[config.mk]
export PLATFORM = sky130hd
export DESIGN_NAME = tte_ctrl
export DESIGN_NICKNAME = d
export VERILOG_FILES = /design/src/hw/rtl/tte_pkg.sv /design/src/hw/rtl/tte_ctrl.sv
export SDC_FILE = /design/constraint.sdc
export NUM_CORES = 1
export LEC_CHECK = 0
export BUFFER_PORTS_ARGS = -buffer_cell sky130_fd_sc_hd__buf_2
export CAP_MARGIN = 5
export CORE_MARGIN = 3
export CORE_UTILIZATION = 47
export DETAILED_ROUTE_END_ITERATION = 12
export PLACE_DENSITY = 0.74
export SETUP_SLACK_MARGIN = 0.15
export SYNTH_ARGS = -nofsm -noshare
export SYNTH_HDL_FRONTEND = slang
export SYNTH_SLANG_ARGS = --single-unit
[constraint.sdc]
create_clock -name clk -period 1.6 [get_ports clk]
set_clock_uncertainty 0.1 [all_clocks]
set_input_delay 0.32 -clock clk [delete_from_list [all_inputs] [get_ports clk]]
set_output_delay 0.32 -clock clk [all_outputs]
set_load 0.005 [all_outputs]
[src/hw/rtl/tte_pkg.sv]
// Shared types and constants of the transposition table engine.
// No dependencies; imported by every other file of the block but tte_ram.
package tte_pkg;

	localparam int TABLE_ENTRIES = 65536;	// power of two: index is the low key bits
	localparam int IDX_W = $clog2(TABLE_ENTRIES);
	localparam int KEY_W = 64;
	localparam int SCORE_W = 32;
	localparam int DEPTH_W = 6;
	localparam int SLOT_DEPTH_W = DEPTH_W + 1;	// signed, holds -1 for an empty slot
	localparam int SQ_W = 6;
	localparam int PROMO_W = 3;
	localparam int MOVE_W = 2 * SQ_W + PROMO_W;
	localparam int KIND_W = 2;
	localparam int BOUND_W = 2;

	localparam logic [KIND_W-1:0] KIND_PROBE = 2'd0;
	localparam logic [KIND_W-1:0] KIND_STORE = 2'd1;
	localparam logic [KIND_W-1:0] KIND_CLEAR = 2'd2;

	localparam logic [BOUND_W-1:0] BOUND_EXACT = 2'd0;
	localparam logic [BOUND_W-1:0] BOUND_LOWER = 2'd1;
	localparam logic [BOUND_W-1:0] BOUND_UPPER = 2'd2;

	typedef struct packed {
		logic [KEY_W-1:0] key;
		logic signed [SCORE_W-1:0] score;
		logic signed [SLOT_DEPTH_W-1:0] depth;
		logic [BOUND_W-1:0] bound;
		logic [MOVE_W-1:0] move;	// promo, to, from (from in the low bits)
	} tte_entry_t;

	localparam int ENTRY_W = $bits(tte_entry_t);

	localparam tte_entry_t ENTRY_RESET = '{
		key: '0,
		score: '0,
		depth: {SLOT_DEPTH_W{1'b1}},
		bound: BOUND_EXACT,
		move: '0
	};

	typedef struct packed {
		logic capture;			// latch request word, issue table read
		logic finish;			// evaluate, write back, load response
		logic wipe_en;			// write reset entry at wipe_addr
		logic [IDX_W-1:0] wipe_addr;
	} tte_cmd_t;

	typedef struct packed {
		logic out_free;			// response register can take a word
	} tte_sts_t;

endpackage

[src/hw/rtl/tte_ctrl.sv]
// Controller of the transposition table engine: sequencing of accept, evaluate
// and table wipe. Depends on tte_pkg.
module tte_ctrl import tte_pkg::*; (
	input  logic clk,
	input  logic arst_n,
	input  logic in_valid,
	input  logic [KIND_W-1:0] in_kind,
	output logic in_ready,
	input  tte_sts_t sts,
	output tte_cmd_t cmd
);

	typedef enum logic [1:0] {
		ST_WIPE,
		ST_IDLE,
		ST_EVAL
	} state_t;

	state_t state_q;
	logic [IDX_W-1:0] wipe_cnt_q;
	logic ack_q;	// wipe was requested by a clear word and owes a response

	assign in_ready = (state_q == ST_IDLE);

	always_comb begin
		cmd.capture = in_valid && (state_q == ST_IDLE);
		cmd.finish = (state_q == ST_EVAL) && sts.out_free;
		cmd.wipe_en = (state_q == ST_WIPE);
		cmd.wipe_addr = wipe_cnt_q;
	end

	always_ff @(posedge clk or negedge arst_n) begin
		if (!arst_n) begin
			state_q <= ST_WIPE;
			wipe_cnt_q <= '0;
			ack_q <= 1'b0;
		end else begin
			case (state_q)
				ST_IDLE: begin
					if (in_valid) begin
						if (in_kind == KIND_CLEAR) begin
							state_q <= ST_WIPE;
							wipe_cnt_q <= '0;
							ack_q <= 1'b1;
						end else begin
							state_q <= ST_EVAL;
						end
					end
				end
				ST_EVAL: begin
					if (sts.out_free) begin
						state_q <= ST_IDLE;
					end
				end
				ST_WIPE: begin
					wipe_cnt_q <= wipe_cnt_q + 1'b1;
					if (wipe_cnt_q == IDX_W'(TABLE_ENTRIES - 1)) begin
						state_q <= ack_q ? ST_EVAL : ST_IDLE;
						ack_q <= 1'b0;
					end
				end
				default: begin
					state_q <= ST_IDLE;
				end
			endcase
		end
	end

endmodule

=== After elaboration in Yosys (flattened, before gate mapping) ===
Cells that the tools add are included.

* Word-level logic and storage cells: 32
* Bits in registers: 19
* Output and inout bits: 20
* Input bits: 6

* Multiplexer cells: 13
* Reductions and logical operators: 7
* Add/sub/neg operators: 1
* Eq/ne operators: 8

{| class="wikitable"
|+ Operators with widths
! cell !! count
|-
| $mux W16 || 2
|-
| $pmux W16 S2 || 1
|-
| $add A16 B1 Y16 const B || 1
|-
| $eq A16 B16 Y1 const B || 1
|-
| $mux W2 || 5
|-
| $pmux W2 S3 || 1
|-
| $reduce_and A3 Y1 || 2
|-
| $eq A2 B2 Y1 const B || 2
|-
| $ne A2 B1 Y1 const B || 2
|-
| $ne A2 B2 Y1 const B || 2
|-
| $reduce_and A4 Y1 || 1
|-
| $mux W1 || 3
|-
| $eq A2 B1 Y1 const B || 1
|-
| $logic_and A1 B1 Y1 || 2
|-
| $logic_not A2 Y1 || 1
|-
| $pmux W1 S2 || 1
|-
| $reduce_bool A2 Y1 || 1
|}

=== Logic depth before layout (Yosys ltp) ===
Gate-level depths: netlist of run 1.

* Word-level depth: 4
* Depth in mapped cells: 5
* Depth with buffers taken out: 5

=== Worst setup path after synthesis of run 1 ===
Ideal clock, no wire load.

* Path type: register to register
* Start: reg state_q[1]
* End: reg wipe_cnt_q[14]
* Stages on the path, launching flop included: 6
* Path buffers: 1
* Arrival: 1.427 ns
* Required time: 1.423 ns
* Library setup time: 0.077 ns
* Period minus slack after synthesis: 1.605 ns
* Setup slack: -0.005 ns
* Cell sequence: dfrtp_1 -> buf_6 -> and4bb_4 -> o2111ai_4 -> or3_1 -> a21oi_1

* Word-level cells in the longest chain between the ends: 3
* Elaborated cells on any way between the ends: 7
* Those cells by class: 3 x eq/ne; 1 x mux; 3 x reduce/logical

{| class="wikitable"
|+ Ends and longest elaborated chain
! element !! line !! source
|-
| from (decl) || tte_ctrl.sv:19 || <nowiki>state_t state_q;</nowiki>
|-
| from (signal assigned) || tte_ctrl.sv:58 || <nowiki>state_q <= ack_q ? ST_EVAL : ST_IDLE;</nowiki>
|-
| $eq A2 B1 Y1 / $logic_not A2 Y1 (equally long branches) || tte_ctrl.sv:38 || <nowiki>case (state_q)</nowiki>
|-
| $ne A2 B1 Y1 (no line), or another cell as far along || n/a ||
|-
| $reduce_and A3 Y1 (no line) || n/a ||
|-
| to (signal assigned) || tte_ctrl.sv:56 || <nowiki>wipe_cnt_q <= wipe_cnt_q + 1'b1;</nowiki>
|-
| to (decl) || tte_ctrl.sv:20 || <nowiki>logic [IDX_W-1:0] wipe_cnt_q;</nowiki>
|}

Several ways; a longest one is shown, not always the timed one.
A chain may end at the register's enable or synchronous reset.

=== Worst setup path after layout of run 1 ===
* Start: reg state_q[1]
* End: reg wipe_cnt_q[12]

The elaborated chain is that of the path after synthesis.

==> flow_summary.ini, run 1 <==
[synthesis]
synth.most_common_cell = dfrtp_1
synth_cells = 108
synthTopCellsByCount = 19 x dfrtp_1, 9 x a21oi_1, 9 x o21ai_0
yosysWarnings = 0
yosysSeqAreaShare = 0.444
synth_seq_cells = 19
synth_nets = 115
synth_edf_count = 0
synthesis.area_um2 = 1070
synth_area_leader_cell = dfrtp_1
async_flop_share = 1.00
synth_area_leaders = dfrtp_1 44%, a21oi_1 4.2%, o21ai_0 4.2%
synth_top_area_share = 0.444
syn_area_per_cell_um2 = 9.91
yosysUniqueCellTypes = 38
synthFlopType = dfrtp_1

[worst_setup_path]
cp_max_fo = 5
start_kind = flip-flop
arrival_ns = 1.79
r2r_cells = 4
cp_data_required_time_ns = 1.74
cp-end-kind = flip-flop
worstSetupPathType = reg2reg

[routing]
route.met3.wl_um = 168
routed_wl_um = 2980
wl_per_cell_um = 15.3
topRoutingLayerUsed = met4
wl_met1_um = 1230
wl_met2_um = 1550
dr.pass1.iters = 6
drtIter0Drc = 22
ant_nets = 0
drc = 0
routed_via_density = 5.81
via_count = 1128

[timing]
setup_viol = 9
fmax_mhz = 606
slew_headroom = 0.713
hold_violations = 0
rsz0062_at_grt = yes
worstMarginPinSlew_ns = 0.431
min_period_ns = 1.65
setup_slack_ns = -0.0511
finalCritPeriodShare = 1.03
final-max-slew-violation-count = 0
setup_tns_ns = -0.259

[worst_hold_path]
worst_hold_path_type = in2reg
whs_path_depth = 3

[final_layout]
nets = 175
final_util = 0.765
syn_to_final_growth_pct = 47.4
antenna_cells = 0
multiInputGateArea_um2 = 614
seqCellArea_um2 = 478
fin_cells = 194
fillCellCount = 125
drive_gt1_frac = 0.515

[floorplan]
die_w_um = 53.7
die_y_um = 53.7
start_util = 0.519
core_um2 = 2060
die_area_um2 = 2880
num_rows = 16
ios = 26

[power_and_ir_drop]
total_power_mw = 2.17
powerDensity_nw_per_um2 = 1370
power.leakage_nw = 0.735
vdd_drop_max_mv = 0.940

[global_routing]
grt_pass1_vias = 1114
grt_overflow = 0
antenna_found_initial = 0
grt_max_degree = 20
grt_usage = 0.217
grt_pass1_wl_um = 4710

[placement]
io_buffers = 25
dp_hpwl_um = 1930
dpl.cell_count = 171
place.gp.congestion = 0.764

[run_status]
status = finished with violations
violations = setup timing

[cts]
htreeDepth = 1
cts_buffers = 3
clockBufferDepth = 2
cts.sink_count = 19
root_buffer = clkbuf_4
clk_pin_slew_ns = 0.12
cts_tree = built
clk_latency_ns = 0.29

[run]
maxCapViolations = 0
-- power breakdown --
group	leakage [nW]	total (mW)	internal (mW)	switching, mW
Combinational	0.472	1.11	0.631	0.480
Sequential	0.245	0.806	0.630	0.177
Clock	0.0177	0.248	0.0929	0.155
-- per-stage QoR --
step / hold WS [ns] / setup WS [ns] / area (µm²)
floorplan: -0.0756 / 0.00393 / 1070
finish: 0.219 / -0.0511 / 1580
detailed placement: 0.186 / -0.00955 / 1310
global route: 0.242 / -0.100 / 1580
CTS: 0.216 / -0.0167 / 1430
global placement: 0.185 / 0.0537 / 1310
-- metal layers --
metal | track usage | vias to the layer above
li1 | - | 526
met1 | 0.260 | 563
met2 | 0.387 | 37
met3 | 0.0360 | 2
met4 | 0.0723 | 0
met5 | 0 | -
-- registers in the layout, summed over array words and instances (netlist names) --
signal      cells
state_q         2
ack_q           1
wipe_cnt_q     16
-- layout make-up --
| type | count | share of cell area |
|---|---|---|
| clock buffers | 3 | 0.0143 |
| clock inverters | 1 | 0.00317 |
| inverters | 2 | 0.00476 |
| multi-input cells | 83 | 0.390 |
| flip-flops and latches | 19 | 0.303 |
| well taps | 27 | 0.0214 |
| repair buffers | 59 | 0.263 |
-- cells by family (layout without fill, tap and decap cells) --
kind of cell,Yosys count,in the layout,share of synthesized area
AND/OR/NAND/NOR,48,48,0.278
AO/OA/AOI/OAI,29,29,0.184
flip-flops,19,19,0.444
buffers and inverters,6,65,0.0386
XOR/XNOR,4,4,0.0328
adder cells (fa/ha/maj),1,1,0.0117
multiplexers,1,1,0.0105
-- critical path, stage by stage, from the launching register on --
cell and delay [ns]:
dfrtp_1 0.43, and4bb_4 0.40, o2111ai_4 0.15, or3_4 0.40, a21oi_2 0.12
-- cells in the final DEF, fill, tap and decap left out, types with 3 or more instances in the layout --
cell type,instances
nand3_1,4
nor2_1,7
dfrtp_1,17
xor2_1,3
buf_4,26
nand2_1,7
nand4b_1,3
buf_2,24
a21oi_1,5
or3_1,3
a21oi_2,3
nand4_1,5
clkbuf_4,3
o211ai_1,3
buf_6,8
o21ai_1,5
-- path summary, 6_finish.rpt --
| check | slack [ns] | end | from |
|---|---|---|---|
| max | -0.05 | wipe_cnt_q[12] | state_q[1] |
| min reg2reg | 0.43 | state_q[0] | ack_q |
| min | 0.22 | state_q[1] | in_valid |
| max in group asynchronous | 0.70 | wipe_cnt_q[7] | arst_n |
| min in group asynchronous | 0.38 | wipe_cnt_q[12] | arst_n |
| max reg2reg | -0.05 | wipe_cnt_q[12] | state_q[1] |
-- timing repair --
action,in CTS,in global routing
setup endpoints to repair,20,24
buffers inserted,10,8
pin swaps,5,12
resized for setup,8,23
hold buffers,1,0
endpoints found under the hold margin,19,0
(Power assumes the default switching activity.)
==> inputs of run 2 (changes only) <==
--- a/config.mk
+++ b/config.mk
@@ -8,9 +8,8 @@
 export BUFFER_PORTS_ARGS = -buffer_cell sky130_fd_sc_hd__buf_2
 export CAP_MARGIN = 5
 export CORE_MARGIN = 3
-export CORE_UTILIZATION = 47
+export CORE_UTILIZATION = 30
 export DETAILED_ROUTE_END_ITERATION = 12
-export PLACE_DENSITY = 0.74
 export SETUP_SLACK_MARGIN = 0.15
 export SYNTH_ARGS = -nofsm -noshare
 export SYNTH_HDL_FRONTEND = slang
==> run 2 against run 1 <==
  * The run still ends with setup timing left
  * Critical path type unchanged
  * Largest cell class unchanged
  * Routed wire length increased by 10%
  * Clock power about the same
  * Critical path depth unchanged
  * Cell count increased by 10%
==> flow_summary.ini, run 2 (synthesized netlist as in run 1, its figures left out) <==
[placement]
pre_cts_slack_ns = -0.0529
io_buffers = 25
dpl.cell_count = 191
dp_hpwl_um = 2080
dpl_cell_area_um2 = 1340
place.gp.congestion = 0.879

[timing]
min_period_ns = 1.66
setup_slack_ns = -0.0647
setup_viol = 5
fmax_mhz = 601
setup_tns_ns = -0.238
hold-worst-slack_ns = 0.263
final-max-slew-violation-count = 0
slew_headroom = 0.693
hold_violations = 0
rsz0062_at_grt = yes
worstMarginPinSlew_ns = 0.460
finalCritPeriodShare = 1.04

[worst_setup_path]
worstSetupPathType = reg2reg
cp_data_required_time_ns = 1.74
rr_endpoint = wipe_cnt_q[12]
start_kind = flip-flop
path_buf_inv = 0
worstSetupStartpoint = state_q[1]
cp-end-kind = flip-flop
r2r_cells = 4
worstPathCellList = and4bb_4 > o2111ai_4 > or3_1 > a21oi_2
rr_startpoint = state_q[1]
critPathTopFamily = simple AND/OR/NAND/NOR gates
crit_path_top_delay_cell = dfrtp_2
crit_end = wipe_cnt_q[12]
critical-path-max-stage-delay_ns = 0.47
cp_max_fo = 6
regToRegSetupSlack_ns = -0.06
cp.depth = 4
arrival_ns = 1.80

[cts]
cts.sink_count = 19
root_buffer = clkbuf_4
cts_buffers = 3
htreeDepth = 1
clockBufferDepth = 2
cts_tree = built
clk_latency_ns = 0.30
clk_pin_slew_ns = 0.12

[power_and_ir_drop]
vdd_drop_max_mv = 0.450
total_power_mw = 2.31
powerDensity_nw_per_um2 = 1380
power.leakage_nw = 0.753

[routing]
route.met3.wl_um = 119
wl_met2_um = 1710
drc = 0
drtIter0Drc = 70
wl_per_cell_um = 15.3
wl_met1_um = 1460
dr.pass1.iters = 4
routed_via_density = 5.13
topRoutingLayerUsed = met3
via_count = 1098
ant_nets = 0
routed_wl_um = 3280

[floorplan]
num_rows = 21
die_area_um2 = 4320
die_y_um = 65.7
start_util = 0.316
ios = 26
die_w_um = 65.7
core_um2 = 3390

[run_status]
status = finished with violations
violations = setup timing

[final_layout]
antenna_cells = 0
mostFrequentLayoutCells = 24 x buf_4, 22 x buf_2, 17 x dfrtp_1
regMostFlops = wipe_cnt_q
nets = 176
postLayoutCellArea_um2 = 1670
largest_reg_flops = 16
final_common_cell = buf_4
reg_top3 = wipe_cnt_q x16, state_q x2, ack_q x1
drive_gt1_frac = 0.548
fin_cells = 214
syn_to_final_growth_pct = 55.8
final_util = 0.492
fillCellCount = 309

[global_routing]
grt_pass1_vias = 1085
antenna_found_initial = 0
grt_pass1_wl_um = 5170
grt_usage = 0.155
grt_max_degree = 20
grt_overflow = 0

[run]
maxCapViolations = 0

[worst_hold_path]
worst_hold_path_type = in2reg
## run 2: how the worst min path moves through the flow
stage / start / endpoint / slack [ns] / cells past startpoint
2_1_floorplan: arst_n / ack_q / -0.08 / 0
3_3_place_gp: arst_n / wipe_cnt_q[14] / 0.19 / 1
6_report: in_valid / state_q[1] / 0.26 / 3
5_1_grt: in_valid / state_q[1] / 0.27 / 3
4_1_cts: in_valid / state_q[1] / 0.23 / 3
3_5_place_dp: arst_n / wipe_cnt_q[14] / 0.19 / 1
## run 2: per-layer routing
layer	global-route usage	up-vias
li1	-	522
met1	0.205	554
met2	0.264	22
met3	0.0154	0
met4	0.0466	0
met5	0	-
## run 2: power breakdown
group          total, mW  switching [mW]  internal, mW
Sequential         0.785           0.156         0.630
Clock              0.248           0.155        0.0930
Combinational       1.27           0.546         0.726
Total               2.31           0.857          1.45
## run 2: cell type report
cell class,instances,area (µm²),share of cell area
clock buffers,3,22.5,0.0135
multi-input cells,83,649,0.390
repair buffers,60,447,0.268
clock inverters,1,5.00,0.00300
flip-flops and latches,19,478,0.287
well taps,46,57.6,0.0345
inverters,2,7.51,0.00450
## run 2: worst min-delay path, delay by kind of cell
kind	cells	cell delay [ns]
AO/OA/AOI/OAI	2	0.17
buffers and inverters	1	0.14
## run 2: repair_timing
action | in CTS | in global routing
buffers inserted | 10 | 8
gates resized for setup | 19 | 26
cloned | 0 | 0
pin swaps | 6 | 8
setup endpoints to repair | 21 | 23
hold endpoints to repair | 19 | 0
hold buffers | 1 | 0
==> inputs of run 3 (changes only) <==
==> constraint.sdc (replaced) <==
create_clock -name clk -period 1.6 [get_ports clk]
set_clock_uncertainty 0.1 [all_clocks]
set_input_delay 0.16 -clock clk [delete_from_list [all_inputs] [get_ports clk]]
set_output_delay 0.16 -clock clk [all_outputs]
set_load 0.005 [all_outputs]
==> run 3 against run 2 <==
  * The run still ends with setup timing left
  * Sequential power rose by 3.4%
  * Via count down 1.7%
  * Combinational power down 9%
  * Clock-buffer cell count did not move
  * Highest routed layer is now met4
==> flow_summary.ini, run 3 (synthesized netlist as in run 1, its figures left out) <==
[run_status]
status = finished with violations
violations = setup timing

[final_layout]
antenna_cells = 0
reg_top3 = wipe_cnt_q x16, state_q x2, ack_q x1
nets = 178
final_common_cell = buf_4
largest_reg_flops = 16
regMostFlops = wipe_cnt_q
syn_to_final_growth_pct = 51.7
mostFrequentLayoutCells = 29 x buf_4, 25 x buf_2, 18 x dfrtp_1
drive_gt1_frac = 0.518

[timing]
fmax_mhz = 617
min_period_ns = 1.62
worstMarginPinSlew_ns = 0.445
final-max-slew-violation-count = 0
setup_tns_ns = -0.0405
finalCritPeriodShare = 1.01
setup_viol = 2
hold_violations = 0
slew_headroom = 0.703
rsz0062_at_grt = yes
setup_slack_ns = -0.0217

[global_routing]
grt_usage = 0.140
grt_pass1_vias = 1033
antenna_found_initial = 0
grt_overflow = 0
grt_max_degree = 20
grt_pass1_wl_um = 4660

[floorplan]
num_rows = 21
die_w_um = 65.7
core_um2 = 3390
ios = 26
start_util = 0.316
die_area_um2 = 4320
die_y_um = 65.7

[worst_setup_path]
critPathTopFamily = simple AND/OR/NAND/NOR gates
cp_data_required_time_ns = 1.75
cp-end-kind = flip-flop
crit_path_top_delay_cell = dfrtp_1
worstPathCellList = buf_6 > nand4b_1 > a21o_1 > or4_1 > nand2_1
path_buf_inv = 1
start_kind = flip-flop
critical-path-max-stage-delay_ns = 0.46
worstSetupPathType = reg2reg
arrival_ns = 1.77
cp_max_fo = 6

[cts]
clk_pin_slew_ns = 0.12
root_buffer = clkbuf_4
htreeDepth = 1
clk_latency_ns = 0.31
cts_tree = built
cts_buffers = 3
clockBufferDepth = 2
cts.sink_count = 19

[routing]
drtIter0Drc = 27
via_count = 1079
routed_wl_um = 3010
wl_per_cell_um = 13.9
dr.pass1.iters = 4
drc = 0
routed_via_density = 5.00
ant_nets = 0

[worst_hold_path]
worst_hold_path_type = in2reg

[placement]
io_buffers = 25
place.gp.congestion = 0.833
dp_hpwl_um = 2110

[power_and_ir_drop]
power.leakage_nw = 0.753
power.internal_mw = 1.40
powerDensity_nw_per_um2 = 1380
p_clk_frac = 0.115
vdd_drop_max_mv = 0.473
p_sw_mw = 0.829
swShare = 0.372
combPwrFrac = 0.521
seqPwrFrac = 0.364
total_power_mw = 2.23

[run]
maxCapViolations = 0
==> run 3: changes by cell type in the layout (fill, tap and decap cells not counted), moves of 2 or more <==
cell,previous run,this run
buf_4,24,29
buf_2,22,25
buf_6,13,7
nor2_1,4,7
nor2_4,3,1
==> run 3: worst paths after layout <==
check / start / to / slack [ns] / cells past startpoint
min in group asynchronous: arst_n / wipe_cnt_q[13] / 0.20 / 2
min reg2reg: ack_q / state_q[0] / 0.42 / 1
max reg2reg: wipe_cnt_q[1] / wipe_cnt_q[5] / -0.02 / 5
max: wipe_cnt_q[1] / wipe_cnt_q[5] / -0.02 / 5
max in group asynchronous: arst_n / wipe_cnt_q[8] / 0.87 / 2
min: in_valid / state_q[1] / 0.05 / 3
==> run 3: power groups by stage <==
| stage | Sequential, mW | Clock (mW) | Combinational (mW) |
|---|---|---|---|
| finish | 0.812 | 0.256 | 1.16 |
| global route | 0.838 | 0.289 | 1.28 |
| CTS | 0.794 | 0.265 | 1.01 |
| detailed placement | 0.810 | 0 | 0.829 |
| global placement | 0.795 | 0 | 0.816 |
| floorplan | 0.784 | 0 | 0.455 |
==> run 3: area by class of cell <==
cell class	count	area, µm²
tap	46	57.6
fill	341	1770
clock buffer	3	22.5
clock inverter	1	5.00
timing repair buffer	62	432
sequential	19	477
multi-input combinational	83	622
inverter	2	7.51
==> run 3: through the flow <==
step | hold slack, ns | instances | setup WS (ns) | utilization | instance area (µm²)
floorplan | -0.236 | 108 | 0.00393 | - | 1070
global placement | 0.0363 | 193 | 0.0211 | 0.399 | 1350
detailed placement | 0.0343 | 193 | -0.0383 | 0.399 | 1350
CTS | 0.0733 | 207 | 0.0109 | 0.437 | 1480
global route | 0.0665 | 216 | -0.100 | 0.479 | 1620
finish | 0.0532 | 216 | -0.0217 | 0.479 | 1620
==> run 3: what timing repair did <==
| item | 4_1_cts | 5_1_grt |
|---|---|---|
| hold buffers | 1 | 0 |
| setup endpoints to repair | 19 | 20 |
| resized for setup | 13 | 16 |
| pin swaps | 7 | 18 |
| buffers inserted | 9 | 9 |
| endpoints found under the hold margin | 19 | 0 |
==> run 3: per-layer routing <==
metal	vias up	global-route usage	part of all wire
li1	529	-	-
met1	521	0.178	0.45
met2	25	0.229	0.49
met3	4	0.0393	0.046
met4	0	0.0415	0.013
met5	-	0	0
==> run 3: worst reg2reg max path, stage by stage (launching register included) <==
cell and delay [ns]:
dfrtp_1 0.46, buf_6 0.13, nand4b_1 0.13, a21o_1 0.25, or4_1 0.41, nand2_1 0.08
